### src/sv/g6ad_pkg.sv
// ----------------------------------------------------------------------------
// g6ad_pkg
// Shared types and constants for the graph6 adjacency decoder.
// ----------------------------------------------------------------------------
package g6ad_pkg;

    localparam int unsigned MAX_VERTICES_DEF = 62;
    localparam int unsigned IDX_W            = 6;
    localparam int unsigned BYTE_W           = 8;
    localparam logic [BYTE_W-1:0] CHAR_OFFSET = 8'd63;
    localparam int unsigned BITS_PER_CHAR    = 6;
    localparam logic [2:0]  TOP_BIT          = 3'd5;

    localparam int unsigned Q_DEPTH = 2;
    localparam int unsigned Q_PTR_W = 1;
    localparam int unsigned Q_CNT_W = 2;

    typedef struct packed {
        logic             is_hdr;
        logic [IDX_W-1:0] val;
    } t_cmd;

    typedef struct packed {
        logic full;
        logic empty;
    } t_q_status;

endpackage

### src/sv/g6ad_front.sv
// ----------------------------------------------------------------------------
// g6ad_front
// Input stage: registers each byte, classifies it as header or data, and
// reduces it to a clamped vertex count or a six-bit payload.
// ----------------------------------------------------------------------------
module g6ad_front import g6ad_pkg::*; #(
    parameter int unsigned MAX_VERTICES = MAX_VERTICES_DEF
) (
    input  logic              i_clk,
    input  logic              i_rst_n,
    input  logic              i_valid,
    output logic              o_stall,
    input  logic [BYTE_W-1:0] i_byte_in,
    input  logic              i_frame_start,
    output logic              o_push,
    output t_cmd              o_cmd,
    input  t_q_status         i_q_status
);

    localparam logic [BYTE_W-1:0] MaxVtx = BYTE_W'(MAX_VERTICES);

    logic              r_valid;
    t_cmd              r_cmd;
    logic              n_valid;
    t_cmd              n_cmd;
    logic              load;
    logic [BYTE_W-1:0] diff;

    assign o_push  = r_valid && !i_q_status.full;
    assign o_stall = r_valid && i_q_status.full;
    assign load    = i_valid && !o_stall;
    assign o_cmd   = r_cmd;

    always_comb begin
        diff         = i_byte_in - CHAR_OFFSET;
        n_cmd.is_hdr = i_frame_start;
        if (i_frame_start) begin
            if (i_byte_in < CHAR_OFFSET) begin
                n_cmd.val = '0;
            end else if (diff > MaxVtx) begin
                n_cmd.val = MaxVtx[IDX_W-1:0];
            end else begin
                n_cmd.val = diff[IDX_W-1:0];
            end
        end else begin
            n_cmd.val = diff[IDX_W-1:0];
        end
        n_valid = load || (r_valid && !o_push);
    end

    always_ff @(posedge i_clk) begin
        if (!i_rst_n) begin
            r_valid <= 1'b0;
        end else begin
            r_valid <= n_valid;
        end
    end

    always_ff @(posedge i_clk) begin
        if (load) begin
            r_cmd <= n_cmd;
        end
    end

endmodule

### src/sv/g6ad_queue.sv
// ----------------------------------------------------------------------------
// g6ad_queue
// Two-entry request queue between the front stage and the expansion stage.
// ----------------------------------------------------------------------------
module g6ad_queue import g6ad_pkg::*; (
    input  logic      i_clk,
    input  logic      i_rst_n,
    input  logic      i_push,
    input  t_cmd      i_cmd,
    input  logic      i_pop,
    output t_cmd      o_cmd,
    output t_q_status o_status
);

    localparam logic [Q_PTR_W-1:0] LastPtr = Q_PTR_W'(Q_DEPTH - 1);
    localparam logic [Q_CNT_W-1:0] FullCnt = Q_CNT_W'(Q_DEPTH);

    t_cmd                r_mem [Q_DEPTH];
    logic [Q_PTR_W-1:0]  r_wr_ptr;
    logic [Q_PTR_W-1:0]  r_rd_ptr;
    logic [Q_CNT_W-1:0]  r_cnt;
    logic [Q_PTR_W-1:0]  n_wr_ptr;
    logic [Q_PTR_W-1:0]  n_rd_ptr;
    logic [Q_CNT_W-1:0]  n_cnt;
    logic                do_push;
    logic                do_pop;

    assign o_status.full  = (r_cnt == FullCnt);
    assign o_status.empty = (r_cnt == '0);
    assign do_push        = i_push && !o_status.full;
    assign do_pop         = i_pop && !o_status.empty;
    assign o_cmd          = r_mem[r_rd_ptr];

    always_comb begin
        n_wr_ptr = r_wr_ptr;
        n_rd_ptr = r_rd_ptr;
        n_cnt    = r_cnt;
        if (do_push) begin
            n_wr_ptr = (r_wr_ptr == LastPtr) ? '0 : r_wr_ptr + 1'b1;
        end
        if (do_pop) begin
            n_rd_ptr = (r_rd_ptr == LastPtr) ? '0 : r_rd_ptr + 1'b1;
        end
        if (do_push && !do_pop) begin
            n_cnt = r_cnt + 1'b1;
        end else if (do_pop && !do_push) begin
            n_cnt = r_cnt - 1'b1;
        end
    end

    always_ff @(posedge i_clk) begin
        if (!i_rst_n) begin
            r_wr_ptr <= '0;
            r_rd_ptr <= '0;
            r_cnt    <= '0;
        end else begin
            r_wr_ptr <= n_wr_ptr;
            r_rd_ptr <= n_rd_ptr;
            r_cnt    <= n_cnt;
        end
    end

    always_ff @(posedge i_clk) begin
        if (do_push) begin
            r_mem[r_wr_ptr] <= i_cmd;
        end
    end

endmodule

### src/sv/g6ad_back.sv
// ----------------------------------------------------------------------------
// g6ad_back
// Expansion stage: holds the graph walk state and turns each data request
// into adjacency results, one per cycle unless the output stalls, through an output register.
// ----------------------------------------------------------------------------
module g6ad_back import g6ad_pkg::*; (
    input  logic             i_clk,
    input  logic             i_rst_n,
    input  t_cmd             i_cmd,
    input  t_q_status        i_q_status,
    output logic             o_pop,
    output logic             o_valid,
    input  logic             i_stall,
    output logic [IDX_W-1:0] o_row,
    output logic [IDX_W-1:0] o_col,
    output logic             o_edge_res,
    output logic             o_last_of_byte,
    output logic             o_graph_done
);

    logic [IDX_W-1:0] r_n;
    logic [IDX_W-1:0] r_row;
    logic [IDX_W-1:0] r_col;
    logic             r_done;
    logic [2:0]       r_k;
    logic             r_o_valid;
    logic [IDX_W-1:0] r_o_row;
    logic [IDX_W-1:0] r_o_col;
    logic             r_o_edge;
    logic             r_o_last;
    logic             r_o_gdone;

    logic [IDX_W-1:0] n_n;
    logic [IDX_W-1:0] n_row;
    logic [IDX_W-1:0] n_col;
    logic             n_done;
    logic [2:0]       n_k;
    logic             n_o_valid;
    logic             emit;
    logic             can_emit;
    logic             done_now;
    logic             last_now;
    logic             cur_bit;
    logic [IDX_W-1:0] col_inc;
    logic [IDX_W-1:0] row_inc;

    assign o_valid        = r_o_valid;
    assign o_row          = r_o_row;
    assign o_col          = r_o_col;
    assign o_edge_res     = r_o_edge;
    assign o_last_of_byte = r_o_last;
    assign o_graph_done   = r_o_gdone;

    always_comb begin
        can_emit  = !r_o_valid || !i_stall;
        cur_bit   = i_cmd.val[TOP_BIT - r_k];
        col_inc   = r_col + 1'b1;
        row_inc   = r_row + 1'b1;
        done_now  = (col_inc >= r_row) && (row_inc >= r_n);
        last_now  = (r_k == TOP_BIT) || done_now;
        n_n       = r_n;
        n_row     = r_row;
        n_col     = r_col;
        n_done    = r_done;
        n_k       = r_k;
        emit      = 1'b0;
        o_pop     = 1'b0;
        if (!i_q_status.empty) begin
            if (i_cmd.is_hdr) begin
                n_n    = i_cmd.val;
                n_row  = IDX_W'(1);
                n_col  = '0;
                n_done = (i_cmd.val < IDX_W'(2));
                n_k    = '0;
                o_pop  = 1'b1;
            end else if (r_done) begin
                n_k   = '0;
                o_pop = 1'b1;
            end else if (can_emit) begin
                emit = 1'b1;
                if (col_inc >= r_row) begin
                    n_col = '0;
                    n_row = row_inc;
                end else begin
                    n_col = col_inc;
                end
                if (done_now) begin
                    n_done = 1'b1;
                end
                if (last_now) begin
                    n_k   = '0;
                    o_pop = 1'b1;
                end else begin
                    n_k = r_k + 1'b1;
                end
            end
        end
        n_o_valid = emit || (r_o_valid && i_stall);
    end

    always_ff @(posedge i_clk) begin
        if (!i_rst_n) begin
            r_n       <= '0;
            r_row     <= IDX_W'(1);
            r_col     <= '0;
            r_done    <= 1'b1;
            r_k       <= '0;
            r_o_valid <= 1'b0;
        end else begin
            r_n       <= n_n;
            r_row     <= n_row;
            r_col     <= n_col;
            r_done    <= n_done;
            r_k       <= n_k;
            r_o_valid <= n_o_valid;
        end
    end

    always_ff @(posedge i_clk) begin
        if (emit) begin
            r_o_row   <= r_row;
            r_o_col   <= r_col;
            r_o_edge  <= cur_bit;
            r_o_last  <= last_now;
            r_o_gdone <= done_now;
        end
    end

endmodule

### src/sv/graph6_adjacency_decoder.sv
// Throughput: one result per cycle while the output is not stalled; a data byte
// yields one result per payload bit (up to six), a header or ignored byte none.
// The expansion stage sets the sustained rate; a 2-entry queue and the input
// register absorb bytes while it works. Reset (synchronous, active low) empties
// all stages and leaves no graph pending.
// ----------------------------------------------------------------------------
// graph6_adjacency_decoder
// Decodes a graph6 byte stream into lower-triangle adjacency results.
// ----------------------------------------------------------------------------
module graph6_adjacency_decoder import g6ad_pkg::*; #(
    parameter int unsigned MAX_VERTICES = MAX_VERTICES_DEF
) (
    input  logic              i_clk,
    input  logic              i_rst_n,
    input  logic              i_valid,
    output logic              o_stall,
    input  logic [BYTE_W-1:0] i_byte_in,
    input  logic              i_frame_start,
    output logic              o_valid,
    input  logic              i_stall,
    output logic [IDX_W-1:0]  o_row,
    output logic [IDX_W-1:0]  o_col,
    output logic              o_edge_res,
    output logic              o_last_of_byte,
    output logic              o_graph_done
);

    logic      push;
    logic      pop;
    t_cmd      front_cmd;
    t_cmd      head_cmd;
    t_q_status q_status;

    g6ad_front #(
        .MAX_VERTICES(MAX_VERTICES)
    ) u_front (
        .i_clk        (i_clk),
        .i_rst_n      (i_rst_n),
        .i_valid      (i_valid),
        .o_stall      (o_stall),
        .i_byte_in    (i_byte_in),
        .i_frame_start(i_frame_start),
        .o_push       (push),
        .o_cmd        (front_cmd),
        .i_q_status   (q_status)
    );

    g6ad_queue u_queue (
        .i_clk   (i_clk),
        .i_rst_n (i_rst_n),
        .i_push  (push),
        .i_cmd   (front_cmd),
        .i_pop   (pop),
        .o_cmd   (head_cmd),
        .o_status(q_status)
    );

    g6ad_back u_back (
        .i_clk         (i_clk),
        .i_rst_n       (i_rst_n),
        .i_cmd         (head_cmd),
        .i_q_status    (q_status),
        .o_pop         (pop),
        .o_valid       (o_valid),
        .i_stall       (i_stall),
        .o_row         (o_row),
        .o_col         (o_col),
        .o_edge_res    (o_edge_res),
        .o_last_of_byte(o_last_of_byte),
        .o_graph_done  (o_graph_done)
    );

endmodule

### config.mk
export PLATFORM = sky130hd
export DESIGN_NAME = graph6_adjacency_decoder
export DESIGN_NICKNAME = d
export VERILOG_FILES = /design/src/sv/g6ad_pkg.sv /design/src/sv/g6ad_front.sv /design/src/sv/g6ad_queue.sv /design/src/sv/g6ad_back.sv /design/src/sv/graph6_adjacency_decoder.sv
export SDC_FILE = /design/constraint.sdc
export NUM_CORES = 1
export LEC_CHECK = 0
export BUFFER_PORTS_ARGS = -buffer_cell sky130_fd_sc_hd__buf_2
export CAP_MARGIN = 20
export CORE_MARGIN = 2
export CORE_UTILIZATION = 36
export CTS_CLUSTER_DIAMETER = 40
export DETAILED_ROUTE_END_ITERATION = 6
export GPL_ROUTABILITY_DRIVEN = 0
export GPL_TIMING_DRIVEN = 1
export PLACE_DENSITY = 0.53
export SYNTH_ARGS = -nofsm -noshare
export SYNTH_HDL_FRONTEND = slang
export SYNTH_HIERARCHICAL = 1
export SYNTH_SLANG_ARGS = --single-unit
export TNS_END_PERCENT = 50
### constraint.sdc
create_clock -name i_clk -period 5.8 [get_ports i_clk]
set_input_delay 0.29 -clock i_clk [delete_from_list [all_inputs] [get_ports i_clk]]
set_output_delay 0.29 -clock i_clk [all_outputs]
set_load 0.01 [all_outputs]
# ---- Word-level counts from Yosys, hierarchy flattened
# Memory sizes are Yosys's and may differ from the RTL's. A register that Yosys moved wholly into a read port is not among the register bits.
# Index checks and enable logic that the tools add are counted.
dict set report totals {
  out_inout_bits 17
  latch_bits 0
  register_bits 50
  romBits 0
  memories 1
  elab_cells 106
  mem_bits_rw 14
  inputBits 13
}
# name depth width rd rd_clocked_by_memory_dff write_ports line
set mem_list {}
lappend mem_list {u_queue.r_mem 2 7 1 1 1 g6ad_queue.sv:18} ;# t_cmd r_mem [Q_DEPTH];
dict set report op_classes {
  addsub 9
  bitwise_logic 1
  n_eq_ne 3
  n_mux 38
  order_cmp 6
  div 0
  multipliers 0
  n_shift 0
  reduce_logical 31
}
# op count
set op_table {}
lappend op_table {{two-way mux 6 bit} 11}
lappend op_table {{two-way mux 1 bit} 20}
lappend op_table {{adder 6 x 1 -> 6 bit, second input constant} 2}
lappend op_table {{>= comparator 6 bit} 2}
lappend op_table {{two-way mux 3 bit} 4}
lappend op_table {{logical AND 1 bit} 10}
lappend op_table {{> comparator 8 x 6 -> 1 bit, second input constant} 1}
lappend op_table {{zero test 1 bit} 8}
lappend op_table {{< comparator 8 x 6 -> 1 bit, second input constant} 1}
lappend op_table {{subtractor 8 x 6 -> 8 bit, second input constant} 1}
lappend op_table {{< comparator 6 x 2 -> 1 bit, second input constant} 1}
lappend op_table {{nonzero test 2 bit} 3}
lappend op_table {{logical OR 1 bit} 4}
lappend op_table {{< comparator 3 x 4 -> 1 bit, second input constant} 1}
lappend op_table {{two-way mux 2 bit} 2}
lappend op_table {{AND reduction 2 bit} 2}
lappend op_table {{AND reduction 4 bit} 1}
lappend op_table {{adder 3 x 1 -> 3 bit, second input constant} 1}
lappend op_table {{binary-select mux 1 bit (select 3 bit)} 1}
lappend op_table {{== test 3 bit, second input constant} 1}
lappend op_table {{AND reduction 3 bit} 1}
lappend op_table {{nonzero test 3 bit} 1}
lappend op_table {{subtractor 3 bit, first input constant} 1}
lappend op_table {{adder 1 bit, second input constant} 2}
lappend op_table {{other kinds (6)} 6}

# ---- Longest topological paths before layout
# Gate-level depths: netlist of run 1.
dict set report logic_depth {
  word_depth 13
  ltp_mapped 13
  depth_no_buf 13
}

# ---- By module
# Netlist of run 1, hierarchy kept.
# mod seq_area_each_um2 cells_each area_each_um2 instances
set modules_own_cells {}
lappend modules_own_cells {g6ad_back 910.9 192 1969.4 1}
lappend modules_own_cells {g6ad_queue 520.5 47 738.2 1}
lappend modules_own_cells {g6ad_front 230.2 58 558.0 1}

# ---- Worst setup path after synthesis of run 1
# OpenSTA, ideal clock, no wires.
dict set report synth_path {
  path_type {register -> register}
  start {register u_back.r_col[2]}
  end {register u_queue.r_cnt[1]}
  setup_ns 0.070
  path_stages_with_launch 13
  n_path_buf 0
  slack_ns 3.060
  arrival_ns 2.670
  path_cell_list {dfxtp_1 and3_4 nand3_2 xnor2_1 ha_1 nand4_1 o221ai_2 nand3_2 a31oi_1 o21ai_1 ha_1 or3_1 a21boi_1}
}
dict set report synth_between {
  elab_chain_len 13
  elab_cells_between_ends 15
  classes_between {add/sub (1); order compare (1); mux (6); reduce/logical (7)}
}
# element line
set synth_rtl {}
lappend synth_rtl {{from (decl)} g6ad_back.sv:23} ;# logic [IDX_W-1:0] r_col;
lappend synth_rtl {{from (signal assigned)} g6ad_back.sv:112} ;# r_col <= n_col;
lappend synth_rtl {{adder 6 x 1 -> 6 bit (*)} g6ad_back.sv:57} ;# col_inc = r_col + 1'b1;
lappend synth_rtl {{>= comparator 6 bit (*)} g6ad_back.sv:59} ;# done_now = (col_inc >= r_row) && (row_inc >= r_n);
lappend synth_rtl {{logical AND 1 bit (*)} g6ad_back.sv:59}
lappend synth_rtl {{logical OR 1 bit (*)} g6ad_back.sv:60} ;# last_now = (r_k == TOP_BIT) || done_now;
lappend synth_rtl {{two-way mux 1 bit (*)} g6ad_back.sv:90} ;# if (last_now) begin
lappend synth_rtl {{two-way mux 1 bit (*)} g6ad_back.sv:79} ;# end else if (can_emit) begin
lappend synth_rtl {{two-way mux 1 bit (*)} g6ad_back.sv:76} ;# end else if (r_done) begin
lappend synth_rtl {{two-way mux 1 bit (*)} g6ad_back.sv:69} ;# if (i_cmd.is_hdr) begin
lappend synth_rtl {{two-way mux 1 bit (*)} g6ad_back.sv:68} ;# if (!i_q_status.empty) begin
lappend synth_rtl {{named net pop} graph6_adjacency_decoder.sv:29} ;# logic pop;
lappend synth_rtl {{logical AND 1 bit (*)} g6ad_queue.sv:31} ;# assign do_pop = i_pop && !o_status.empty;
lappend synth_rtl {{zero test 1 bit} g6ad_queue.sv:44} ;# if (do_push && !do_pop) begin
lappend synth_rtl {{logical AND 1 bit} g6ad_queue.sv:44}
lappend synth_rtl {{two-way mux 2 bit / nonzero test 2 bit (equally long branches)} n/a}
lappend synth_rtl {{to (signal assigned)} g6ad_queue.sv:59} ;# r_cnt <= n_cnt;
lappend synth_rtl {{to (decl)} g6ad_queue.sv:21} ;# logic [Q_CNT_W-1:0] r_cnt;
# Mark *: on every way through the listed nets, which the timed path passes. The rest lies on a longest branch.
# A chain may end at the register's enable or synchronous reset.

# ---- Worst setup path in the final report of run 1
dict set report layout_path {
  start {register u_back.r_col[0]}
  end {register u_queue.r_cnt[1]}
}
# The elaborated chain is that of the path after synthesis.

==> results.py, run 1 <==
metrics = {
    "layout": {
        "fin_nets": 362,
        "finalNonFillerCells": 443,
        "register_area_um2": 1660,
        "diodes": 0,
        "drive_above_1_share_pct": 21.5,
        "multi_input_area_um2": 1500,
        "syn_to_final_growth_pct": 14.3,
        "utilization_pct": 42.6,
        "filler_cell_count": 837,
    },
    "yosys": {
        "ys_types": 59,
        "synthCells": 297,
        "ys_seq_elements": 65,
        "synth_nets": 329,
        "synth-seq-area-share_pct": 50.9,
        "synth_edf_count": 36,
        "syn_area_um2": 3270,
        "avgSynthCellArea_um2": 11.0,
        "synth-async-reset-ratio_pct": 0,
        "ys.flop_type": "edfxtp_1",
        "yosysWarnings": 6,
    },
    "floorplanning": {
        "fp.coreArea_um2": 8760,
        "ios": 30,
        "initial_utilization_pct": 37.3,
        "num_rows": 34,
        "die_height_um": 99.2,
        "fp.dieW_um": 99.2,
        "die-area_um2": 9850,
    },
    "critical_path": {
        "r2r-start": "u_back/r_col[0]",
        "path_max_fanout": 5,
        "crit_path_top_delay_cell": "dfxtp_1",
        "ff2ff_setup_slack_ns": 2.71,
        "critical_path_buf_inv_count": 0,
        "reg2reg_depth": 12,
        "crit_required_ns": 6.08,
        "end_kind": "register",
        "worstSetupPathType": "register to register",
        "critical_path_cell_count": 12,
        "cp-start-kind": "register",
        "critPathArrivalTime_ns": 3.36,
        "cpPeakStageDelay_ns": 0.42,
        "r2r_end": "u_queue/r_cnt[1]",
        "cp_top_family": "simple AND/OR/NAND/NOR gates",
        "crit_chain": "and3_4, nand3_2, xnor2_1, ha_1, nand4_1, o221ai_2, nand3_2, a31oi_1, o21ai_1, ha_1, or3_1, a21boi_1",
    },
    "cts": {
        "ctsHoldBuffers": 0,
        "cts_inserted_buffers": 9,
        "htreeDepth": 3,
        "path_clk_slew_ns": 0.08,
        "cts_root_buf": "clkbuf_8",
        "clk_path_buf_depth": 2,
        "cts.sinks": 65,
        "post_cts.repair.setup_buffers": 0,
        "clock_latency_ns": 0.35,
        "cts_resized": 0,
        "cts_tree": "done",
    },
    "sta": {
        "rsz0062_at_grt": "false",
        "tightestPinTransition_ns": 0.766,
        "slew_viol_final": 0,
        "min_period_over_period_pct": 53.2,
        "finalSetupViolCount": 0,
        "tns_ns": 0,
        "maxSlewHeadroom_pct": 48.7,
        "fin_crit_ns": 3.09,
        "fmax_mhz": 324,
        "fin_worst_skew_ns": 0.0108,
        "hold_viol": 0,
    },
    "placed_design": {
        "dp.cells": 427,
        "portBuffers": 29,
        "post-dp-hpwl_um": 4590,
    },
    "drt": {
        "drt_iter0_drc": 66,
        "first_pass_iters": 5,
        "drtAntennaViolNets": 0,
        "routed-via-count": 2288,
        "wl_um": 6290,
        "routedWlPerCell_um": 14.2,
        "drc": 0,
        "via_per_inst": 5.16,
    },
    "global_routing": {
        "grt_max_degree": 18,
        "grt_pass1_wl_um": 10600,
        "antenna_found_initial": 0,
        "grt_usage_pct": 13.7,
        "grt_pass1_vias": 2243,
        "grt_overflow": 0,
    },
    "min_path": {
        "min_path_type": "input port to register",
        "hold_end": "u_front/r_valid",
        "hp-start": "i_valid",
        "hold_path_depth": 2,
    },
    "flow_run": {
        "maxCapViolCount": 0,
    },
    "power_and_ir_drop": {
        "p_leak_uw": 0.00141,
        "max-vdd-ir-drop_mv": 0.192,
        "power_density_nw_per_um2": 375,
    },
    "outcome": {
        "status": "finished clean",
    },
}
==> report_power, final <==
group	total, µW	internal (µW)	switching [µW]
sequential	589	551	37.3
combinational	396	156	240
clock	415	240	175
total	1400	947	452
==> worst max path at each step <==
stage               startpoint                to  slack (ns)
2_1_floorplan  u_back/r_col[2]  u_queue/r_cnt[1]        3.06
6_report       u_back/r_col[0]  u_queue/r_cnt[1]        2.71
4_1_cts        u_back/r_col[2]  u_queue/r_cnt[1]        2.75
5_1_grt        u_back/r_col[0]  u_queue/r_cnt[1]        2.47
3_5_place_dp   u_back/r_col[2]  u_queue/r_cnt[1]        2.77
3_3_place_gp   u_back/r_col[0]  u_queue/r_cnt[1]        2.85
==> routing by layer <==
layer | wire length (µm) | global-route usage [%]
met2 | 3040 | 23.1
met5 | 0 | 0
met4 | 68 | 4.00
met3 | 230 | 5.27
met1 | 2960 | 16.4
==> synth_stat cells (2+ instances only) <==
cell | instances | area [µm²]
xnor2_1 | 9 | 78.8
or3_1 | 4 | 25.0
ha_1 | 19 | 238
and2_1 | 4 | 25.0
mux2_2 | 7 | 78.8
dfxtp_1 | 29 | 581
o31ai_1 | 2 | 15.0
nor2_2 | 2 | 12.5
inv_2 | 2 | 7.51
mux2i_1 | 6 | 60.1
nand3_2 | 3 | 30.0
o21bai_1 | 3 | 22.5
o21a_1 | 3 | 22.5
xor2_1 | 9 | 78.8
nand4_1 | 5 | 31.3
o21ai_1 | 5 | 25.0
a21oi_1 | 16 | 80.1
inv_1 | 17 | 63.8
nor2b_1 | 2 | 12.5
nor3_1 | 4 | 20.0
clkbuf_1 | 3 | 11.3
a211oi_1 | 3 | 22.5
a31oi_1 | 4 | 25.0
buf_2 | 3 | 15.0
and3_1 | 3 | 18.8
o21ai_0 | 9 | 45.0
nor2_1 | 25 | 93.8
nand2_1 | 18 | 67.6
nand2b_1 | 5 | 31.3
nand3_1 | 9 | 45.0
edfxtp_1 | 36 | 1080
==> cells in the final DEF, fill, tap and decap left out, drive strengths merged, types with 5 or more instances in the layout <==
cell type / n
edfxtp: 36
buf: 30
dfxtp: 29
nor2: 27
ha: 19
inv: 19
nand2: 18
a21oi: 17
o21ai: 15
nand3: 12
clkbuf: 10
xor2: 9
xnor2: 9
mux2: 7
mux2i: 6
nand2b: 6
nand4: 5
nor3: 5
==> flip-flops by register name, summed over array words and instances (netlist names), 2 cells and up, named ones only <==
name,cells
u_back/r_row,6
u_queue/r_cnt,2
u_back/r_n,6
u_front/o_cmd,7
u_back/r_col,6
u_queue/r_mem,14
u_back/o_row,6
u_back/o_col,6
u_back/r_k,3
==> cell families after synthesis <==
kind of cell             Yosys count  share of synthesized area [%]
multiplexers                      14                           4.94
XOR/XNOR                          18                           4.83
adder cells (fa/ha/maj)           19                           7.28
AND/OR/NAND/NOR                   92                           15.1
flip-flops                        65                           50.9
AO/OA/AOI/OAI                     62                           13.4
buffers and inverters             27                           3.56
==> stage by stage <==
stage	worst slack (ns)	total power (µW)	area (µm²)	hold slack (ns)
2_1_floorplan	3.06	901	3270	0.389
3_3_place_gp	2.85	994	3520	0.424
3_5_place_dp	2.77	996	3520	0.436
4_1_cts	2.75	1410	3730	0.156
5_1_grt	2.47	1490	3730	0.161
6_report	2.71	1400	3730	0.167
==> final cells by class <==
class / count / area share (%)
clock buffer: 10 / 3.42
clock inverter: 6 / 2.21
inverter: 19 / 1.91
multi-input combinational: 205 / 40.2
sequential: 65 / 44.5
tap: 108 / 3.62
timing repair buffer: 30 / 4.09
==> worst reg2reg max path: cells and delay by family, from the launching register on <==
family / cells / cell delay (ns)
AND/OR/NAND/NOR: 5 / 1.05
AO/OA/AOI/OAI: 4 / 0.76
adder cells (fa/ha/maj): 2 / 0.65
flip-flops: 1 / 0.42
XOR/XNOR: 1 / 0.14
(Power assumes the default switching activity.)
==> run 2, diff against run 1 <==
--- a/config.mk
+++ b/config.mk
@@ -5,6 +5,7 @@
 export SDC_FILE = /design/constraint.sdc
 export NUM_CORES = 1
 export LEC_CHECK = 0
+export ABC_AREA = 1
 export BUFFER_PORTS_ARGS = -buffer_cell sky130_fd_sc_hd__buf_2
 export CAP_MARGIN = 20
 export CORE_MARGIN = 2
==> constraint.sdc (replaced) <==
create_clock -name i_clk -period 3 [get_ports i_clk]
set_input_delay 0.15 -clock i_clk [delete_from_list [all_inputs] [get_ports i_clk]]
set_output_delay 0.15 -clock i_clk [all_outputs]
set_load 0.01 [all_outputs]
==> run 2 against run 1 <==
Effect of this change: routed wire length is 6.0% lower; synthesized area is 0.27% higher; fmax is 15% higher; largest power group unchanged; final cell count is 18% higher; clock skew is 0.0033 ns lower; critical path depth is 10 higher; total power is 120% higher; combinational power grew to 2.7 times the previous value; via count is 5.2% higher.
==> results.py, run 2 <==
metrics = {
    "outcome": {
        "status": "finished clean",
    },
    "power_and_ir_drop": {
        "max-vdd-ir-drop_mv": 0.277,
        "p_leak_uw": 0.00166,
        "power_density_nw_per_um2": 806,
    },
    "placed_design": {
        "place_area_um2": 3540,
        "post-dp-hpwl_um": 4290,
        "portBuffers": 29,
    },
    "floorplanning": {
        "fp.coreArea_um2": 8760,
        "die-area_um2": 9870,
        "fp.dieW_um": 99.4,
        "initial_utilization_pct": 37.4,
        "ios": 30,
        "die_height_um": 99.4,
        "num_rows": 34,
    },
    "yosys": {
        "ys_seq_elements": 65,
        "synthAdderAreaFrac_pct": 7.26,
        "synthXorXnorAreaFrac_pct": 2.37,
        "synth-simple-area-share_pct": 21.2,
        "ys.flop_type": "edfxtp_1",
        "yosysMostFrequentCell": "nand2_1",
        "synth-async-reset-ratio_pct": 0,
        "synthCells": 371,
        "yosysWarnings": 6,
        "synth_top_area_share_pct": 33.0,
        "yosys-top-cells-area": "edfxtp_1, dfxtp_1, nand2_1",
        "ys_types": 31,
        "synth_commonest_cells": "nand2_1, inv_1, nor2_1",
        "yosysTopAreaCell": "edfxtp_1",
        "syn_area_um2": 3270,
        "synth_compound_area_share_pct": 7.64,
        "synthMuxAreaShare_pct": 3.02,
        "synth-seq-area-share_pct": 50.7,
        "synth_nets": 403,
        "synth_edf_count": 36,
        "synth_top_family_by_area": "simple AND/OR/NAND/NOR gates",
        "avgSynthCellArea_um2": 8.83,
    },
    "sta": {
        "tns_ns": 0,
        "maxSlewHeadroom_pct": 60.8,
        "slew_viol_final": 0,
        "hold_viol": 0,
        "fmax_mhz": 371,
        "rsz0062_at_grt": "false",
        "finalSetupViolCount": 0,
        "fin_worst_skew_ns": 0.00747,
        "fin_crit_ns": 2.70,
        "min_period_over_period_pct": 89.8,
        "tightestPinTransition_ns": 0.586,
    },
    "drt": {
        "wl_um": 5920,
        "drtAntennaViolNets": 0,
        "via_per_inst": 4.61,
        "routedWlPerCell_um": 11.3,
        "drc": 0,
        "drt_iter0_drc": 73,
        "first_pass_iters": 4,
        "routed-via-count": 2407,
    },
    "cts": {
        "cts_inserted_buffers": 9,
        "htreeDepth": 3,
        "path_clk_slew_ns": 0.07,
        "cts_root_buf": "clkbuf_8",
        "clock_latency_ns": 0.35,
        "cts.sinks": 65,
        "cts_tree": "done",
        "clk_path_buf_depth": 2,
    },
    "layout": {
        "drive_above_1_share_pct": 21.7,
        "fin_nets": 441,
        "diodes": 0,
        "final_cell_mix": "nand2_1, inv_1, nor2_1",
        "filler_cell_count": 874,
        "stdcell_area_um2": 3800,
        "largest_reg_flops": 14,
        "syn_to_final_growth_pct": 16.0,
        "regMostFlops": "u_queue/r_mem",
        "layout_commonest_cell": "nand2_1",
    },
    "global_routing": {
        "grt_pass1_wl_um": 9740,
        "grt_max_degree": 21,
        "grt_pass1_vias": 2197,
        "grt_usage_pct": 12.6,
        "antenna_found_initial": 0,
        "grt_overflow": 0,
    },
    "critical_path": {
        "end_kind": "register",
        "ff2ff_setup_slack_ns": 0.30,
        "path_max_fanout": 5,
        "critPathArrivalTime_ns": 2.98,
        "crit_required_ns": 3.28,
        "worstSetupPathType": "register to register",
        "cp-start-kind": "register",
    },
    "min_path": {
        "min_path_type": "input port to register",
    },
    "flow_run": {
        "maxCapViolCount": 0,
    },
}
run 2: cell families after synthesis:
group                    after synthesis
AO/OA/AOI/OAI                         44
XOR/XNOR                               8
buffers and inverters                 65
flip-flops                            65
multiplexers                           9
adder cells (fa/ha/maj)               19
AND/OR/NAND/NOR                      161
run 2: worst max-delay path: stages (launching register included):
cell and delay (ns):
dfxtp_4 0.37, ha_4 0.16, nand3_1 0.10, xor2_1 0.20, inv_1 0.07, ha_1 0.29, nand2_2 0.07, inv_1 0.05
a21oi_2 0.14, nand2_1 0.08, nand2_2 0.11, nand2_1 0.07, o21bai_1 0.15, inv_1 0.05, inv_1 0.06, nor2_2 0.05
inv_1 0.10, ha_4 0.21, inv_2 0.05, nand3_1 0.07, nand2_1 0.05, inv_1 0.03, nor2_1 0.08
run 2: per-stage QoR:
stage               power [µW]  utilization (%)  instances  setup slack [ns]  hold slack [ns]
CTS                       3050             42.6        521             0.126           0.0499
global placement          2280             40.4        505             0.191            0.413
global route              3330             43.3        522            0.0107           0.0650
floorplan                 2070                -        371             0.471            0.249
detailed placement        2300             40.4        505             0.187            0.418
finish                    3060             43.3        522             0.305           0.0692
run 2: metal layers:
metal	routed length (µm)	up-vias	GRT usage, %
met3	203	13	3.37
li1	-	1273	-
met1	2580	1077	14.0
met4	105	0	6.01
met2	3030	44	22.2
met5	0	-	0
run 2: worst paths after layout:
path                     from                   to  depth (start not counted)
max           u_back/r_col[0]     u_queue/r_cnt[1]                         22
max reg2reg   u_back/r_col[0]     u_queue/r_cnt[1]                         22
min             i_frame_start     u_front/o_cmd[6]                          1
min reg2reg  u_front/o_cmd[6]  u_queue/r_mem[0][6]                          0
run 2: cell type report:
cell class	instances	area, µm²	share of cell area [%]
sequential	65	1680	44.1
clock inverter	7	70.1	1.84
tap	108	135	3.56
timing repair buffer	32	168	4.41
inverter	60	225	5.93
multi-input combinational	241	1400	36.9
clock buffer	9	124	3.26
run 2: repair_timing:
item / in CTS / in global routing
setup buffers: 0 / 1
resized for setup: 0 / 17
endpoints found under the setup margin: 0 / 2
hold buffers: 0 / 0
run 2: power breakdown:
part	total [µW]	internal [µW]	switching, µW
logic	1080	404	675
clock network	734	382	352
registers	1250	1140	110
total	3060	1930	1140
==> run 3, diff against run 2 <==
--- a/config.mk
+++ b/config.mk
@@ -5,7 +5,6 @@
 export SDC_FILE = /design/constraint.sdc
 export NUM_CORES = 1
 export LEC_CHECK = 0
-export ABC_AREA = 1
 export BUFFER_PORTS_ARGS = -buffer_cell sky130_fd_sc_hd__buf_2
 export CAP_MARGIN = 20
 export CORE_MARGIN = 2
==> run 3 against run 2 <==
Effect of this change: worst setup slack worse by 0.16 ns; critical path type unchanged; combinational power down 16%; critical endpoint unchanged; first-iteration DRC count down 5.5%; routed wire length up 5.8%; sequential power down 9%; core utilization up 0.54 points; total power down 9.3%; sequential cell count unchanged; hold slack worse by 0.039 ns; clock skew down 0.0012 ns; non-clock buffer count up 8.
==> results.py, run 3 (synthesis results as in run 1) <==
metrics = {
    "drt": {
        "drtAntennaViolNets": 0,
        "routedWlPerCell_um": 13.8,
        "first_pass_iters": 4,
        "routed-via-count": 2298,
        "wl_um": 6260,
        "drt_iter0_drc": 69,
        "via_per_inst": 5.07,
        "drc": 0,
    },
    "min_path": {
        "min_path_type": "input port to register",
    },
    "floorplanning": {
        "initial_utilization_pct": 37.3,
        "die_height_um": 99.2,
        "fp.dieW_um": 99.2,
        "fp.coreArea_um2": 8760,
        "num_rows": 34,
        "ios": 30,
        "die-area_um2": 9850,
    },
    "sta": {
        "fin_worst_skew_ns": 0.00631,
        "finalSetupViolCount": 0,
        "fin_crit_ns": 2.86,
        "tns_ns": 0,
        "min_period_over_period_pct": 95.3,
        "maxSlewHeadroom_pct": 56.9,
        "slew_viol_final": 0,
        "tightestPinTransition_ns": 0.644,
        "hold_viol": 0,
        "fmax_mhz": 350,
    },
    "outcome": {
        "status": "finished clean",
    },
    "layout": {
        "drive_above_1_share_pct": 26.4,
        "syn_to_final_growth_pct": 17.8,
        "fin_nets": 372,
        "filler_cell_count": 850,
        "regMostFlops": "u_queue/r_mem",
        "layout_commonest_cell": "edfxtp_1",
        "multi_input_area_um2": 1550,
        "register_area_um2": 1670,
        "largest_reg_flops": 14,
        "final_cell_mix": "edfxtp_1, buf_2, dfxtp_1",
        "diodes": 0,
    },
    "global_routing": {
        "grt_overflow": 0,
        "grt_max_degree": 18,
        "antenna_found_initial": 0,
        "grt_pass1_wl_um": 11000,
        "grt_pass1_vias": 2305,
        "grt_usage_pct": 14.0,
    },
    "cts": {
        "htreeDepth": 3,
        "cts_root_buf": "clkbuf_8",
        "cts_inserted_buffers": 9,
        "cts_tree": "done",
        "clk_path_buf_depth": 2,
        "cts.sinks": 65,
        "clock_latency_ns": 0.34,
        "path_clk_slew_ns": 0.07,
    },
    "power_and_ir_drop": {
        "power_density_nw_per_um2": 722,
        "finalPower_uw": 2780,
        "max-vdd-ir-drop_mv": 0.301,
        "p_leak_uw": 0.00146,
    },
    "critical_path": {
        "cpPeakStageDelay_ns": 0.38,
        "path_max_fanout": 5,
        "cp-start-kind": "register",
        "crit_path_top_delay_cell": "dfxtp_4",
        "crit_top_cell": "ha_1",
        "crit_required_ns": 3.27,
        "crit_chain": "and3_4, nand3_4, xnor2_2, ha_1, nand4_1, o221ai_2, nand3_2, a31oi_4, o21ai_2, ha_1, or3_1, a21boi_1",
        "end_kind": "register",
        "worstSetupPathType": "register to register",
        "critPathArrivalTime_ns": 3.13,
    },
    "placed_design": {
        "portBuffers": 29,
        "post-dp-hpwl_um": 4610,
    },
    "flow_run": {
        "maxCapViolCount": 0,
    },
}
## run 3: final cells by class
type	count	share of cell area, %
inverter	19	1.85
clock inverter	5	1.43
sequential	65	43.3
multi-input combinational	205	40.3
clock buffer	11	3.68
tap	108	3.51
timing repair buffer	40	5.92
## run 3: worst paths after layout
kind | startpoint | to | slack (ns) | depth (start not counted)
setup / recovery | u_back/r_col[0] | u_queue/r_cnt[1] | 0.14 | 12
hold / removal | i_valid | u_front/r_valid | 0.03 | 2
setup reg to reg | u_back/r_col[0] | u_queue/r_cnt[1] | 0.14 | 12
hold reg to reg | u_front/o_cmd[0] | u_queue/r_mem[0][0] | 0.46 | 0
## run 3: stage by stage
stage	instance area, µm²	setup slack, ns	instances	hold slack, ns	util (%)
2_1_floorplan	3270	0.260	297	0.249	-
3_3_place_gp	3570	0.202	433	0.375	40.7
3_5_place_dp	3570	0.143	433	0.380	40.7
4_1_cts	3760	0.101	449	0.0170	42.9
5_1_grt	3850	-0.0448	453	0.0415	43.9
6_report	3850	0.141	453	0.0302	43.9
## run 3: worst max-delay path: cells and delay by family, from the launching register on
| kind | cells | cell delay, ns |
|---|---|---|
| AND/OR/NAND/NOR | 5 | 0.95 |
| AO/OA/AOI/OAI | 4 | 0.68 |
| adder cells (fa/ha/maj) | 2 | 0.63 |
| flip-flops | 1 | 0.38 |
| XOR/XNOR | 1 | 0.15 |
## run 3: timing repair
| item | 4_1_cts | 5_1_grt |
|---|---|---|
| buffers inserted | 0 | 4 |
| resized for setup | 0 | 13 |
| setup endpoints to repair | 0 | 2 |
| hold buffers | 0 | 0 |
## run 3: metal layers
metal | wire (µm) | track usage [%]
met1 | 2920 | 17.6
met2 | 3050 | 22.9
met3 | 187 | 2.95
met4 | 100 | 7.06
met5 | 0 | 0
## run 3: power by group
| group | internal, µW | switching, µW | total, µW |
|---|---|---|---|
| Combinational | 388 | 515 | 902 |
| Clock | 404 | 335 | 738 |
| Sequential | 1070 | 69.0 | 1140 |
